`src/hw/rtl/ssalu_pkg.sv`:
```
// Shared types and constants of the saturating ALU.
// No dependencies; used by the interfaces, controller, datapath and top level.
package ssalu_pkg;

   localparam int OPCODE_WIDTH  = 4;
   localparam int OPERAND_WIDTH = 32;
   localparam int RESULT_WIDTH  = 32;

   typedef enum logic [OPCODE_WIDTH-1:0] {
      OP_AND  = 4'd0,
      OP_OR   = 4'd1,
      OP_XOR  = 4'd2,
      OP_NOT  = 4'd3,
      OP_ADD  = 4'd4,
      OP_SUB  = 4'd5,
      OP_MUL  = 4'd6,
      OP_DIV  = 4'd7,
      OP_INC  = 4'd8,
      OP_DEC  = 4'd9,
      OP_LOAD = 4'd10
   } opcode_type;

   // Commands from controller to datapath
   typedef struct packed {
      logic capture;   // latch the request word
      logic prepare;   // compute simple result, set up the iterative unit
      logic step;      // one shift-add or shift-subtract step
      logic commit;    // write result register and, if chosen, accumulator
   } cmd_type;

   // Status from datapath to controller
   typedef struct packed {
      logic iterative; // latched opcode is multiply or divide
      logic out_free;  // result register can take a word this cycle
   } status_type;

endpackage

```
`src/hw/rtl/ssalu_if.sv`:
```
// Valid/ready channel interfaces for the request and response words.
// Depends on ssalu_pkg for field widths.
interface ssalu_req_if;
   import ssalu_pkg::*;

   logic                            valid;
   logic                            ready;
   logic        [OPCODE_WIDTH-1:0]  opcode;
   logic signed [OPERAND_WIDTH-1:0] operand;
   logic                            to_accumulator;

   modport source (output valid, output opcode, output operand, output to_accumulator,
                   input ready);
   modport sink   (input valid, input opcode, input operand, input to_accumulator,
                   output ready);
endinterface

interface ssalu_rsp_if;
   import ssalu_pkg::*;

   logic                           valid;
   logic                           ready;
   logic signed [RESULT_WIDTH-1:0] result;

   modport source (output valid, output result, input ready);
   modport sink   (input valid, input result, output ready);
endinterface

```
`src/hw/rtl/saturating_signed_alu_top.sv`:
```
// Saturating signed accumulator ALU, top level.
// Depends on ssalu_pkg, ssalu_if, ssalu_ctrl and ssalu_datapath.
//
// The block holds one DATA_WIDTH-bit signed accumulator (reset to zero) and
// combines it with the operand of each request word under its opcode; every
// arithmetic result saturates to the signed range, divide by zero gives the
// maximum, and to_accumulator chooses whether the result is written back.
// One word is in work at a time. Logic ops, add, subtract, increment,
// decrement, load and unused opcodes pass through accept, execute and
// commit; multiply and divide also iterate between execute and commit in
// the shared shift-add/shift-subtract unit, which retires one operand bit
// per cycle. The result register decouples the response side: a new request
// word is taken while the previous result still waits, and a full result
// register stalls only the commit of the next one.
module saturating_signed_alu_top #(
   parameter int DATA_WIDTH = 32
) (
   input logic         clock,
   input logic         reset,
   ssalu_req_if.sink   req_ch,
   ssalu_rsp_if.source rsp_ch
);
   import ssalu_pkg::*;

   cmd_type    cmd;
   status_type status;

   ssalu_ctrl #(
      .DATA_WIDTH (DATA_WIDTH)
   ) u_ctrl (
      .clock     (clock),
      .reset     (reset),
      .req_valid (req_ch.valid),
      .req_ready (req_ch.ready),
      .status    (status),
      .cmd       (cmd)
   );

   ssalu_datapath #(
      .DATA_WIDTH (DATA_WIDTH)
   ) u_datapath (
      .clock              (clock),
      .reset              (reset),
      .req_opcode         (req_ch.opcode),
      .req_operand        (req_ch.operand),
      .req_to_accumulator (req_ch.to_accumulator),
      .cmd                (cmd),
      .status             (status),
      .rsp_valid          (rsp_ch.valid),
      .rsp_ready          (rsp_ch.ready),
      .rsp_result         (rsp_ch.result)
   );

endmodule

```
`src/hw/rtl/ssalu_ctrl.sv`:
```
// Controller state machine of the saturating ALU: sequences capture,
// execute, iterate and commit. Depends on ssalu_pkg for command/status types.
module ssalu_ctrl #(
   parameter int DATA_WIDTH = 32
) (
   input  logic                  clock,
   input  logic                  reset,
   input  logic                  req_valid,
   output logic                  req_ready,
   input  ssalu_pkg::status_type status,
   output ssalu_pkg::cmd_type    cmd
);
   import ssalu_pkg::*;

   localparam int CNT_WIDTH = $clog2(DATA_WIDTH);
   localparam logic [CNT_WIDTH-1:0] LAST_STEP = CNT_WIDTH'(DATA_WIDTH - 1);

   typedef enum logic [3:0] {
      ST_IDLE   = 4'b0001,
      ST_EXEC   = 4'b0010,
      ST_ITER   = 4'b0100,
      ST_FINISH = 4'b1000
   } state_type;

   state_type             state_ff, state_in;
   logic [CNT_WIDTH-1:0]  cnt_ff, cnt_in;

   // Next state and commands
   always_comb begin
      state_in  = state_ff;
      cnt_in    = cnt_ff;
      cmd       = '0;
      req_ready = 1'b0;
      case (state_ff)
         ST_IDLE: begin
            req_ready = 1'b1;
            if (req_valid) begin
               cmd.capture = 1'b1;
               state_in    = ST_EXEC;
            end
         end
         ST_EXEC: begin
            cmd.prepare = 1'b1;
            cnt_in      = '0;
            state_in    = status.iterative ? ST_ITER : ST_FINISH;
         end
         ST_ITER: begin
            cmd.step = 1'b1;
            cnt_in   = cnt_ff + 1'b1;
            if (cnt_ff == LAST_STEP) begin
               state_in = ST_FINISH;
            end
         end
         ST_FINISH: begin
            if (status.out_free) begin
               cmd.commit = 1'b1;
               state_in   = ST_IDLE;
            end
         end
         default: begin
            state_in = ST_IDLE;
         end
      endcase
   end

   // Hold state and step count
   always_ff @(posedge clock) begin
      if (reset) begin
         state_ff <= ST_IDLE;
         cnt_ff   <= '0;
      end else begin
         state_ff <= state_in;
         cnt_ff   <= cnt_in;
      end
   end

endmodule

```
`src/hw/rtl/ssalu_datapath.sv`:
```
// Datapath of the saturating ALU: accumulator, saturating adder, shared
// shift-add/shift-subtract unit and result register. Depends on ssalu_pkg.
module ssalu_datapath #(
   parameter int DATA_WIDTH = 32
) (
   input  logic                                      clock,
   input  logic                                      reset,
   input  logic        [ssalu_pkg::OPCODE_WIDTH-1:0]  req_opcode,
   input  logic signed [ssalu_pkg::OPERAND_WIDTH-1:0] req_operand,
   input  logic                                      req_to_accumulator,
   input  ssalu_pkg::cmd_type                        cmd,
   output ssalu_pkg::status_type                     status,
   output logic                                      rsp_valid,
   input  logic                                      rsp_ready,
   output logic signed [ssalu_pkg::RESULT_WIDTH-1:0]  rsp_result
);
   import ssalu_pkg::*;

   localparam int W  = DATA_WIDTH;
   localparam int XO = (W > OPERAND_WIDTH) ? W : OPERAND_WIDTH;
   localparam int XR = (W > RESULT_WIDTH) ? W : RESULT_WIDTH;
   localparam logic [W-1:0] INT_MAX = {1'b0, {(W-1){1'b1}}};
   localparam logic [W-1:0] INT_MIN = {1'b1, {(W-1){1'b0}}};

   // Captured request word
   logic [OPCODE_WIDTH-1:0] op_ff;
   logic [W-1:0]            opnd_ff;
   logic                    wr_ff;
   logic [XO-1:0]           opnd_ext;

   // Architectural and working registers
   logic [W-1:0]   acc_ff;
   logic [W-1:0]   res_ff;
   logic [W-1:0]   addend_ff, addend_in;
   logic [2*W-1:0] prod_ff, prod_in;
   logic           neg_ff, zero_div_ff;

   // Result register
   logic                           rsp_valid_ff;
   logic signed [RESULT_WIDTH-1:0] rsp_result_ff;
   logic [XR-1:0]                  res_ext;

   logic           is_mul, is_div;
   logic [W:0]     add_a, add_b, add_sum;
   logic           add_cin;
   logic [W-1:0]   sat_sum, simple_res;
   logic [W-1:0]   mag_a, mag_b;
   logic [W:0]     mul_hi;
   logic [W-1:0]   div_shift;
   logic [W:0]     div_diff;
   logic [W-1:0]   lim, clamp, iter_res, final_res;
   logic [2*W-1:0] wide_mag;

   assign opnd_ext = XO'(req_operand);
   assign is_mul   = (op_ff == OP_MUL);
   assign is_div   = (op_ff == OP_DIV);

   assign status.iterative = op_ff inside {OP_MUL, OP_DIV};
   assign status.out_free  = !rsp_valid_ff || rsp_ready;

   // Share one adder among add, subtract, increment and decrement
   always_comb begin
      add_a   = {acc_ff[W-1], acc_ff};
      add_b   = '0;
      add_cin = 1'b0;
      case (op_ff)
         OP_ADD: begin
            add_b = {opnd_ff[W-1], opnd_ff};
         end
         OP_SUB: begin
            add_b   = ~{opnd_ff[W-1], opnd_ff};
            add_cin = 1'b1;
         end
         OP_INC: begin
            add_cin = 1'b1;
         end
         OP_DEC: begin
            add_b = '1;
         end
         default: begin
            add_b = '0;
         end
      endcase
      add_sum = add_a + add_b + (W+1)'(add_cin);
      if (add_sum[W] != add_sum[W-1]) begin
         sat_sum = add_sum[W] ? INT_MIN : INT_MAX;
      end else begin
         sat_sum = add_sum[W-1:0];
      end
   end

   // Select the simple (non-iterative) result
   always_comb begin
      case (op_ff)
         OP_AND:                         simple_res = acc_ff & opnd_ff;
         OP_OR:                          simple_res = acc_ff | opnd_ff;
         OP_XOR:                         simple_res = acc_ff ^ opnd_ff;
         OP_NOT:                         simple_res = ~acc_ff;
         OP_ADD, OP_SUB, OP_INC, OP_DEC: simple_res = sat_sum;
         OP_LOAD:                        simple_res = opnd_ff;
         default:                        simple_res = acc_ff;
      endcase
   end

   // Magnitudes of both operands
   assign mag_a = acc_ff[W-1]  ? (W'(0) - acc_ff)  : acc_ff;
   assign mag_b = opnd_ff[W-1] ? (W'(0) - opnd_ff) : opnd_ff;

   // Set up or advance the shift-add / shift-subtract unit
   always_comb begin
      mul_hi    = {1'b0, prod_ff[2*W-1:W]} + {1'b0, (prod_ff[0] ? addend_ff : W'(0))};
      div_shift = {prod_ff[2*W-2:W], prod_ff[W-1]};
      div_diff  = {1'b0, div_shift} - {1'b0, addend_ff};
      addend_in = addend_ff;
      prod_in   = prod_ff;
      if (cmd.prepare) begin
         addend_in = is_mul ? mag_a : mag_b;
         prod_in   = {W'(0), (is_mul ? mag_b : mag_a)};
      end else if (cmd.step) begin
         if (is_mul) begin
            prod_in = {mul_hi, prod_ff[W-1:1]};
         end else begin
            prod_in = {(div_diff[W] ? div_shift : div_diff[W-1:0]),
                       prod_ff[W-2:0], ~div_diff[W]};
         end
      end
   end

   // Saturate the iterative result to the limit of its true sign
   always_comb begin
      lim      = neg_ff ? INT_MIN : INT_MAX;
      wide_mag = is_mul ? prod_ff : {W'(0), prod_ff[W-1:0]};
      clamp    = (wide_mag > {W'(0), lim}) ? lim : wide_mag[W-1:0];
      if (is_div && zero_div_ff) begin
         iter_res = INT_MAX;
      end else begin
         iter_res = neg_ff ? (W'(0) - clamp) : clamp;
      end
      final_res = status.iterative ? iter_res : res_ff;
   end

   assign res_ext = XR'(signed'(final_res));

   // Capture request, hold working values
   always_ff @(posedge clock) begin
      if (cmd.capture) begin
         op_ff   <= req_opcode;
         opnd_ff <= opnd_ext[W-1:0];
         wr_ff   <= req_to_accumulator;
      end
      if (cmd.prepare) begin
         res_ff      <= simple_res;
         neg_ff      <= acc_ff[W-1] ^ opnd_ff[W-1];
         zero_div_ff <= (opnd_ff == W'(0));
      end
      addend_ff <= addend_in;
      prod_ff   <= prod_in;
      if (cmd.commit) begin
         rsp_result_ff <= res_ext[RESULT_WIDTH-1:0];
      end
   end

   // Update accumulator and result valid
   always_ff @(posedge clock) begin
      if (reset) begin
         acc_ff       <= '0;
         rsp_valid_ff <= 1'b0;
      end else begin
         if (cmd.commit && wr_ff) begin
            acc_ff <= final_res;
         end
         if (cmd.commit) begin
            rsp_valid_ff <= 1'b1;
         end else if (rsp_ready) begin
            rsp_valid_ff <= 1'b0;
         end
      end
   end

   assign rsp_valid  = rsp_valid_ff;
   assign rsp_result = rsp_result_ff;

endmodule

```
`src/flat_wrapper.sv`:
```
// flat-port wrapper written by rule: the top's interface ports become plain ports
module saturating_signed_alu_top_flat import ssalu_pkg::*;
#(
   parameter int DATA_WIDTH = 32
)
  (clock, reset, req_ch_valid, req_ch_opcode, req_ch_operand, req_ch_to_accumulator, req_ch_ready, rsp_ch_valid, rsp_ch_result, rsp_ch_ready);
  ssalu_req_if req_ch_i ();
  ssalu_rsp_if rsp_ch_i ();
  input logic clock;
  input logic reset;
  input wire logic [$bits(req_ch_i.valid)-1:0] req_ch_valid;
  input wire logic [$bits(req_ch_i.opcode)-1:0] req_ch_opcode;
  input wire logic [$bits(req_ch_i.operand)-1:0] req_ch_operand;
  input wire logic [$bits(req_ch_i.to_accumulator)-1:0] req_ch_to_accumulator;
  output wire logic [$bits(req_ch_i.ready)-1:0] req_ch_ready;
  output wire logic [$bits(rsp_ch_i.valid)-1:0] rsp_ch_valid;
  output wire logic [$bits(rsp_ch_i.result)-1:0] rsp_ch_result;
  input wire logic [$bits(rsp_ch_i.ready)-1:0] rsp_ch_ready;
  assign req_ch_i.valid = req_ch_valid;
  assign req_ch_i.opcode = req_ch_opcode;
  assign req_ch_i.operand = req_ch_operand;
  assign req_ch_i.to_accumulator = req_ch_to_accumulator;
  assign req_ch_ready = req_ch_i.ready;
  assign rsp_ch_valid = rsp_ch_i.valid;
  assign rsp_ch_result = rsp_ch_i.result;
  assign rsp_ch_i.ready = rsp_ch_ready;
  saturating_signed_alu_top #(.DATA_WIDTH(DATA_WIDTH)) u_core (.clock(clock), .reset(reset), .req_ch(req_ch_i), .rsp_ch(rsp_ch_i));
endmodule
```
`config.mk`:
```
export PLATFORM = sky130hd
export DESIGN_NAME = saturating_signed_alu_top_flat
export DESIGN_NICKNAME = d
export VERILOG_FILES = /design/src/hw/rtl/ssalu_pkg.sv /design/src/hw/rtl/ssalu_if.sv /design/src/hw/rtl/saturating_signed_alu_top.sv /design/src/hw/rtl/ssalu_ctrl.sv /design/src/hw/rtl/ssalu_datapath.sv /design/src/flat_wrapper.sv
export SDC_FILE = /design/constraint.sdc
export NUM_CORES = 1
export LEC_CHECK = 0
export ABC_AREA = 1
export ABC_CLOCK_PERIOD_IN_PS = 11200
export BUFFER_PORTS_ARGS = -buffer_cell sky130_fd_sc_hd__buf_2
export CAP_MARGIN = 20
export CORE_ASPECT_RATIO = 1.75
export CORE_MARGIN = 1.5
export CORE_UTILIZATION = 65
export DETAILED_ROUTE_END_ITERATION = 16
export GPL_TIMING_DRIVEN = 0
export HOLD_SLACK_MARGIN = 0.02
export PLACE_DENSITY = 0.83
export SLEW_MARGIN = 20
export SYNTH_ARGS = -nofsm -noshare
export SYNTH_HDL_FRONTEND = slang
export SYNTH_SLANG_ARGS = --single-unit
```
`constraint.sdc`:
```
create_clock -name clock -period 11.2 [get_ports clock]
set_input_delay 2.24 -clock clock [delete_from_list [all_inputs] [get_ports clock]]
set_output_delay 2.24 -clock clock [all_outputs]
set_load 0.01 [all_outputs]
```
Word level (Yosys, flattened, before mapping)
Index checks and enable logic that the tools add are counted.
Word-level totals
  flip-flop bits (word level): 241
  output and inout port bits: 34
Operators by class
  equality and inequality tests: 19
  $add $sub $neg: 8
  magnitude comparators: 1
  bitwise operators: 7
  muxes and demuxes: 35
  reductions and logical operators: 13
Operators by type and width (count)
  $mux W32: 15
  $pmux W32 S6: 1
  $mux W64: 2
  $pmux W33 S3: 1
  $sub A1 B32 Y32 const A: 3
  $gt A64 B32 Y1: 1
  $add A32 B32 Y33: 1
  $add A33 B1 Y33: 1
  $add A33 B33 Y33: 1
  $not A33 Y33: 1
  $sub A32 B32 Y33: 1
  $and A32 B32 Y32: 1
  $logic_not A32 Y1: 1
  $not A32 Y32: 1
  $or A32 B32 Y32: 1
  $xor A32 B32 Y32: 1
  $eq A4 B3 Y1 const B: 5
  $eq A4 B4 Y1 const B: 4
  $mux W4: 4
  $pmux W4 S4: 1
  $eq A4 B2 Y1 const B: 3
  $mux W1: 10
  $pmux W5 S2: 1
  $eq A4 B1 Y1 const B: 2
  15 further kinds: 20

Logic depth before layout (Yosys ltp)
Gate-level depths: netlist of the first run.
  depth in word-level cells: 8
  gate-level depth with buffers: 32
  mapped depth without buffers: 29

Cells and area by module
A second synthesis of the first run with hierarchy kept.
Unflattened totals
  cells, all modules: 3073
  area, all modules: 22036.1 µm²
By module, submodules not included
  ssalu_datapath: cells an instance 3003, instances 1, seq. area each 6316.1 µm², area each 21536.9 µm²
  ssalu_ctrl: cells an instance 70, instances 1, seq. area each 180.2 µm², area each 499.2 µm²

Least setup slack after synthesis of the first run
Ideal clock, no wire load.
  kind: input to register
  from: in rsp_ch_ready
  to: reg u_core.u_datapath.acc_ff[21]
  stages: 6
  arrival time: 4.607 ns
  setup slack: 6.464 ns
  cell sequence: nor2_1 -> nor2_1 -> nand2_1 -> clkinv_1 -> clkbuf_1 -> a21oi_1
RTL lines
  start, declared: line flat_wrapper.sv:18  | input wire logic [$bits(rsp_ch_i.ready)-1:0] rsp_ch_ready;
  end signal, assigned: line ssalu_datapath.sv:170  | acc_ff <= final_res;
  end, declared: line ssalu_datapath.sv:32  | logic [W-1:0] acc_ff;

Final worst setup path of the first run
  from: reg u_core.u_datapath.op_ff[0]
  to: reg u_core.u_datapath.res_ff[6] (data pin)
On the way
  cells in the longest elaborated chain, start to end: 7
  elaborated cells on any way between the ends: 19
  those cells by class: 2 x add/sub; 9 x eq/ne; 5 x mux; 3 x reduce/logical
RTL lines
  start, declared: line ssalu_datapath.sv:26  | logic [OPCODE_WIDTH-1:0] op_ff;
  start signal, assigned: line ssalu_datapath.sv:147  | op_ff <= req_opcode;
  $eq A4 B4 Y1 or $eq A4 B3 Y1 (tied branches): line ssalu_datapath.sv:66, ssalu_datapath.sv:94
  $pmux W33 S3 or $reduce_or A2 Y1 (tied branches)
  $add A33 B33 Y33 or $mux W1 (tied branches): line ssalu_datapath.sv:84, ssalu_datapath.sv:66
  $add A33 B1 Y33: line ssalu_datapath.sv:84  | add_sum = add_a + add_b + (W+1)'(add_cin);
  $mux W32 or $ne A1 B1 Y1 (tied branches): line ssalu_datapath.sv:86, ssalu_datapath.sv:85
  $mux W32: line ssalu_datapath.sv:85  | if (add_sum[W] != add_sum[W-1]) begin
  $pmux W32 S6 *: line ssalu_datapath.sv:94  | case (op_ff)
  net u_core.u_datapath.simple_res[6]: line ssalu_datapath.sv:46  | logic [W-1:0] sat_sum, simple_res;
  end signal, assigned: line ssalu_datapath.sv:152  | res_ff <= simple_res;
  end, declared: line ssalu_datapath.sv:33  | logic [W-1:0] res_ff;
The timed path passes the listed nets; every way through them passes the cells marked *.
A chain may end at the register's enable or synchronous reset.

==> run_results.csv, run 1 <==
group,metric,value,unit
flow_run,drv_cap,0,
placed_design,place_hpwl,68150,microns
drt,finalWirelength,89100,microns
yosys,synth_nets,3342,
floorplan,core_area,32920,sq um
clock_tree,cts_setup_buffers,0,
global_route,antenna_found_initial,3,
critical_path,crit_fanout,10,
floorplan,die_y,245.0,microns
drt,drc_errors,0,
floorplan,start_util,0.6605,
outcome,outcome,"complete, no violations",
critical_path,worstPathArrival,6.57,ns
pwr,p_leak,10.81,nW
worst_hold_path,hold_path_class,"reg2reg",
cells_and_area,area_growth,8.469,%
yosys,avgSynthCellArea,7.013,sq um
floorplan,rows,88,
global_route,gr-total-overflow,0,
drt,wl_per_cell,24.54,microns
cells_and_area,final_cell_mix,"nand2_1 (624), inv_1 (363), nor2_1 (292)",
timing,hold_violations,0,
placed_design,port_buffers,74,
timing,final.setup.tns,0,ns
clock_tree,post_cts_resize_count,0,
yosys,yosys_warnings,0,
global_route,grt_max_degree,42,
global_route,grt_pass1_vias,24370,
yosys,ys_ff_latch,241,
timing,finalSetupViolations,0,
global_route,grt.total_usage,0.5283,
drt,drt-initial-drc-count,2889,
critical_path,cp-end-kind,"flip-flop",
critical_path,critPathKind,"reg2reg",
timing,timing.fmax,161.7,MHz
clock_tree,cts_buffers,25,
drt,first_pass_iters,7,
clock_tree,clkTransAtPathRegs,0.07,ns
critical_path,worst_setup_path_start_kind,"flip-flop",
yosys,synth_edf_count,167,
yosys,syn-instance-count,3101,
yosys,synthDistinctLibCells,54,
timing,tightestPinTransition,1.166,ns
cells_and_area,drive_above_1_share,0.06421,
timing,finalCritPeriodShare,0.5522,
drt,dr.max_layer_used,"met5",
floorplan,dieWidth,141.3,microns
yosys,async_flop_share,0,
yosys,yosysTopAreaCellShare,0.2306,
timing,rsz0062_at_grt,"false",
timing,period_needed,6.184,ns
clock_tree,htreeDepth,1,
timing,clock-skew-final,0.01517,ns
clock_tree,cts_hold_buf,0,
global_route,grt_pass1_wl,137700,microns
yosys,ys.flop_type,"edfxtp_1",
timing,drv_slew,0,
cells_and_area,final_common_cell,"nand2_1",
yosys,syn_area,21750,sq um
pwr,cellPowerDensity,112.1,nW/um^2
drt,drt-vias-per-instance,6.678,
timing,slew_headroom,0.2143,
drt,met2_wirelength,41220,microns
clock_tree,clk_path_buf_depth,3,
cells_and_area,nets,3447,
floorplan,floorplan.die_area,34610,sq um
yosys,synth_top_cell_by_area,"edfxtp_1",
clock_tree,cts-root-buf,"clkbuf_16",
drt,via_count,24240,
clock_tree,cts.sinks,241,
pwr,vdd_drop_max,140.9,uV
clock_tree,cts_tree,"built",
clock_tree,clk_latency,0.58,ns
drt,routedLengthMet1,26340,microns
floorplan,io_pins,75,
timing,holdWs,0.4818,ns
yosys,ys_seq_area_frac,0.2987,
drt,detail-route-antenna-nets,0,
placed_design,place_congestion,1.102,
cells_and_area,fillerInstances,2739,
critical_path,cp.required,11.58,ns
drt,wl_met3,9414,microns
yosys,synthTopCellsByArea,"edfxtp_1 (23%), ha_1 (11%), nand2_1 (11%)",
-- synth_stat cells, types with 3 or more instances --
| master | number |
|---|---|
| nor4_1 | 21 |
| inv_2 | 12 |
| dfxtp_1 | 74 |
| nand2_1 | 624 |
| clkinv_1 | 7 |
| a2111oi_0 | 19 |
| o21a_1 | 13 |
| nand3_1 | 196 |
| a21o_1 | 6 |
| xnor2_1 | 36 |
| nand3b_1 | 6 |
| a31oi_1 | 36 |
| nand4_1 | 32 |
| buf_1 | 6 |
| o22ai_1 | 39 |
| fa_1 | 4 |
| buf_2 | 17 |
| a21boi_0 | 6 |
| a211oi_1 | 4 |
| a21oi_1 | 257 |
| nor2_1 | 294 |
| ha_1 | 196 |
| nand2_2 | 14 |
| nor3_1 | 37 |
| or2_2 | 16 |
| o21ai_0 | 269 |
| inv_1 | 364 |
| nor2_4 | 3 |
| nor2_2 | 9 |
| xor2_1 | 88 |
| clkbuf_1 | 101 |
| o32ai_1 | 3 |
| edfxtp_1 | 167 |
| o21bai_1 | 3 |
| o211ai_1 | 72 |
| a221oi_1 | 6 |
| o21ai_1 | 20 |
-- cells by family (layout without fill, tap and decap cells) --
group | count (synthesis) | after routing | share of synthesized area
other | 0 | 1 | 0
buffers and inverters | 510 | 633 | 0.08987
DFF | 241 | 241 | 0.2987
muxes | 1 | 1 | 0.0005178
xor gates and xnor gates | 124 | 124 | 0.04994
and+or+nand+nor | 1258 | 1258 | 0.2445
adders and majority gates | 200 | 200 | 0.1165
AOI/OAI and AO/OA | 767 | 767 | 0.2000
-- layout make-up --
cell class | count | area [sq um] | area share
antenna | 1 | 2.502 | 0.0001061
buffer | 127 | 524.3 | 0.02223
clock buffer | 29 | 660.6 | 0.02801
clock inverter | 16 | 203.9 | 0.008646
inverter | 383 | 1438 | 0.06095
multi-input combinational | 2350 | 13310 | 0.5643
sequential | 241 | 6496 | 0.2754
tap | 405 | 506.7 | 0.02148
timing repair buffer | 78 | 445.4 | 0.01888
-- stage by stage --
step	util	total power, mW	cell area, sq um	cells	worst slack [ns]
2_1_floorplan	-	1.483	21750	3101	6.464
3_3_place_gp	0.6872	1.672	22620	3580	4.578
3_5_place_dp	0.6896	1.690	22700	3583	5.335
6_report	0.7165	2.644	23590	3630	5.016
5_1_grt	0.7164	2.724	23590	3629	4.868
4_1_cts	0.7158	2.577	23570	3628	5.297
-- critical path: stages, from the launching register on --
cell      delay [ns]
edfxtp_1        0.50
nor2_1          0.28
clkbuf_1        0.66
nand2_1         0.31
clkbuf_1        0.37
o211ai_1        0.40
fa_1            0.30
inv_1           0.07
fa_1            0.41
o21ai_1         0.27
a21oi_1         0.27
inv_1           0.16
nand3_1         0.09
nand3_1         0.19
a21o_1          0.20
nand2_1         0.08
o211ai_2        0.09
xor2_1          0.36
nand2_1         0.27
buf_2           0.27
nand3_1         0.11
nand2_1         0.08
a21oi_1         0.24
-- report_power, final --
part	leakage (nW)	internal [mW]	total [mW]	switching [mW]
Combinational	8.27	0.203	0.674	0.471
Sequential	2.13	1.00	1.05	0.0469
Clock	0.415	0.518	0.922	0.404
-- path summary, 6_finish.rpt --
| check | from | to | slack (ns) | depth (start not counted) |
|---|---|---|---|---|
| worst max-delay path | u_core.u_datapath.op_ff[0] | u_core.u_datapath.res_ff[6] | 5.02 | 22 |
| worst min-delay path | u_core.u_ctrl.cnt_ff[4] | u_core.u_ctrl.cnt_ff[4] | 0.48 | 2 |
| worst max register to register | u_core.u_datapath.op_ff[0] | u_core.u_datapath.res_ff[6] | 5.02 | 22 |
| worst min register to register | u_core.u_ctrl.cnt_ff[4] | u_core.u_ctrl.cnt_ff[4] | 0.48 | 2 |
-- state kept, by name (all words and copies together), names as in the netlist --
name,flops
u_core.u_datapath.zero_div_ff,1
u_core.u_ctrl.state_ff,4
u_core.u_datapath.wr_ff,1
u_core.u_datapath.rsp_result,32
u_core.u_datapath.rsp_valid,1
u_core.u_datapath.opnd_ff,32
u_core.u_datapath.addend_ff,32
u_core.u_datapath.op_ff,4
u_core.u_datapath.acc_ff,32
u_core.u_datapath.neg_ff,1
u_core.u_datapath.prod_ff,64
u_core.u_ctrl.cnt_ff,5
u_core.u_datapath.res_ff,32
-- per-layer routing --
metal  track usage  up-vias
met3        0.1851      786
met2        0.8489     1847
met5             0        -
li1              -    10770
met4        0.5846        6
met1        0.4923    10830
Power figures use the tool's default switching activity.
==> run 2, diff against run 1 <==
- ABC_AREA: 1 -> 0
- ABC_CLOCK_PERIOD_IN_PS: 11200 -> 5250
- CORE_UTILIZATION: 65 -> 58
- PLACE_DENSITY: 0.83 -> 0.78
- clock period: 11.2 -> 5.25 ns (I/O delays scaled with it)
==> run 2 against run 1 <==
  * Sequential cell count is the same
  * Global-route usage shrank 10 points
  * Hold slack gained 0.0062 ns
  * Largest power group is now combinational logic
==> run_results.csv, run 2 <==
group,metric,value,unit
yosys,synthDistinctLibCells,79,
drt,first_pass_iters,6,
cells_and_area,final_cell_mix,"nand2_1 (333), a21oi_1 (210), nor2_1 (203)",
drt,wl_per_cell,25.68,microns
yosys,ys_ff_latch,241,
yosys,yosys_warnings,0,
floorplan,start_util,0.5905,
floorplan,io_pins,75,
placed_design,dpl.cell_count,2999,
yosys,syn_area,20480,sq um
clock_tree,cts-root-buf,"clkbuf_16",
floorplan,rows,90,
timing,timing.fmax,193.6,MHz
yosys,syn-instance-count,2462,
timing,finalSetupViolations,0,
clock_tree,cts.sinks,241,
pwr,vdd_drop_max,356.7,uV
global_route,met3_usage,0.07052,
floorplan,dieWidth,145.1,microns
critical_path,worst_setup_path_start_kind,"flip-flop",
global_route,grt_use_met1,0.4122,
floorplan,floorplan.die_area,36490,sq um
yosys,ys.flop_type,"edfxtp_1",
yosys,yosysTopAreaCellShare,0.2449,
pwr,total_power,7.402,mW
critical_path,crit_fanout,10,
timing,hold_violations,0,
placed_design,port_buffers,73,
cells_and_area,fin_util,0.6616,
clock_tree,clk_latency,0.59,ns
worst_hold_path,hold_path_class,"reg2reg",
global_route,grt_max_degree,39,
yosys,async_flop_share,0,
critical_path,critPathKind,"reg2reg",
flow_run,drv_cap,0,
yosys,synth_nets,2703,
yosys,synthTopCellsByArea,"edfxtp_1 (24%), ha_1 (12%), dfxtp_1 (7.2%)",
outcome,outcome,"complete, no violations",
cells_and_area,nets,2830,
placed_design,place_congestion,1.055,
yosys,ys_seq_area_frac,0.3172,
critical_path,cp-end-kind,"flip-flop",
drt,finalWirelength,78810,microns
floorplan,core_area,34680,sq um
global_route,gr-total-overflow,0,
drt,detail-route-antenna-nets,0,
drt,via_count,20320,
timing,period_needed,5.167,ns
critical_path,cp.required,5.62,ns
clock_tree,cts_tree,"built",
yosys,synth_edf_count,167,
critical_path,worstPathArrival,5.53,ns
cells_and_area,area_growth,12.04,%
pwr,cellPowerDensity,322.6,nW/um^2
drt,drc_errors,0,
global_route,grt_pass1_wl,118700,microns
global_route,antenna_found_initial,3,
clock_tree,clk_path_buf_depth,3,
clock_tree,clkTransAtPathRegs,0.07,ns
timing,clock-skew-final,0.04138,ns
global_route,globalRouteMet2Util,0.7468,
clock_tree,htreeDepth,1,
cells_and_area,regMostFlops,"u_core.u_datapath.prod_ff",
floorplan,die_y,251.6,microns
cells_and_area,final_common_cell,"nand2_1",
timing,finalCritPeriodShare,0.9841,
drt,drt-initial-drc-count,1817,
cells_and_area,fin_cells,3069,
timing,layout_setup_ws,0.08342,ns
global_route,grt.busiest_layer,"met2",
drt,drt-vias-per-instance,6.622,
global_route,grt.total_usage,0.4288,
yosys,synthTopCellsByCount,"nand2_1 (335), a21oi_1 (214), nor2_1 (207), ha_1 (196), o21ai_0 (179)",
yosys,avgSynthCellArea,8.319,sq um
timing,tightestPinTransition,1.100,ns
yosys,synth_top_cell_by_area,"edfxtp_1",
yosys,yosysMostFrequentCell,"nand2_1",
timing,drv_slew,0,
cells_and_area,drive_above_1_share,0.09893,
cells_and_area,largest_reg_flops,64,
placed_design,pre_cts_ws,-2.675,ns
timing,holdWs,0.4880,ns
global_route,grt_pass1_vias,20660,
placed_design,place_hpwl,62350,microns
timing,slew_headroom,0.2617,
clock_tree,cts_buffers,25,
pwr,p_leak,9.283,nW
[run 2: power by group]
group,leakage (nW),switching (mW),internal [mW]
logic,6.75,1.89,0.985
clock network,0.404,0.834,1.07
registers,2.13,0.252,2.37
[run 2: final timing paths]
path | start | endpoint | slack [ns] | cells past startpoint
worst max register to register | u_core.u_datapath.op_ff[3] | u_core.u_datapath.res_ff[25] | 0.08 | 21
worst min-delay path | u_core.u_ctrl.cnt_ff[3] | u_core.u_ctrl.cnt_ff[3] | 0.49 | 1
worst max-delay path | u_core.u_datapath.op_ff[3] | u_core.u_datapath.res_ff[25] | 0.08 | 21
worst min register to register | u_core.u_ctrl.cnt_ff[3] | u_core.u_ctrl.cnt_ff[3] | 0.49 | 1
[run 2: per-layer routing]
metal  vias to the layer above  wire length (microns)
met5                         -                     28
met4                         4                   9991
met3                       482                   5215
met2                      1076                  38290
met1                      9398                  25280
li1                       9364                      -
[run 2: what timing repair did]
item / 4_1_cts / 5_1_grt
setup buffers: 18 / 8
resized for setup: 77 / 45
hold buffers: 0 / 0
endpoints found under the setup margin: 118 / 83
pin swaps: 12 / 19
[run 2: kinds of logic (layout without fill, tap and decap cells)]
family	Yosys count	after routing	synth area share
compound gates	805	805	0.2553
simple gates	771	771	0.1719
buf+inv	256	402	0.04722
flops	241	241	0.3172
fa+ha+maj	200	200	0.1236
xor+xnor	140	140	0.05987
mux	49	49	0.02486
other cells	0	1	0
[run 2: layout make-up]
class                   instances  area, sq um
clock inverters                15        167.7
repair buffers                103        653.1
diodes                          1        2.502
well taps                     460        575.6
flip-flops and latches        241         6496
plain buffers                 119        556.8
inverters                     134        509.2
fillers                      3069        11740
clock buffers                  31        679.4
multi-input cells            1965        13310
[run 2: per-stage QoR]
stage,area [sq um],setup TNS [ns]
after floorplan,20490,0
after global placement,21430,-139.15
final,22950,0
after detailed placement,21520,-127.38
after CTS,22760,0
after global routing,22950,-0.1450
[run 2: critical path: stages, from the launching register on]
cell	delay [ns]
edfxtp_1	0.46
nand2b_4	0.22
nor3_4	0.30
clkbuf_8	0.19
nand2_1	0.05
o211ai_1	0.24
fa_2	0.29
inv_1	0.05
fa_1	0.41
nor2b_2	0.17
o31a_1	0.23
o21ai_4	0.12
nor2_4	0.12
a41oi_2	0.22
o2bb2ai_2	0.21
a21oi_1	0.18
a211oi_2	0.08
o31a_1	0.35
a21boi_1	0.28
clkbuf_2	0.39
o31ai_1	0.16
a22oi_1	0.23
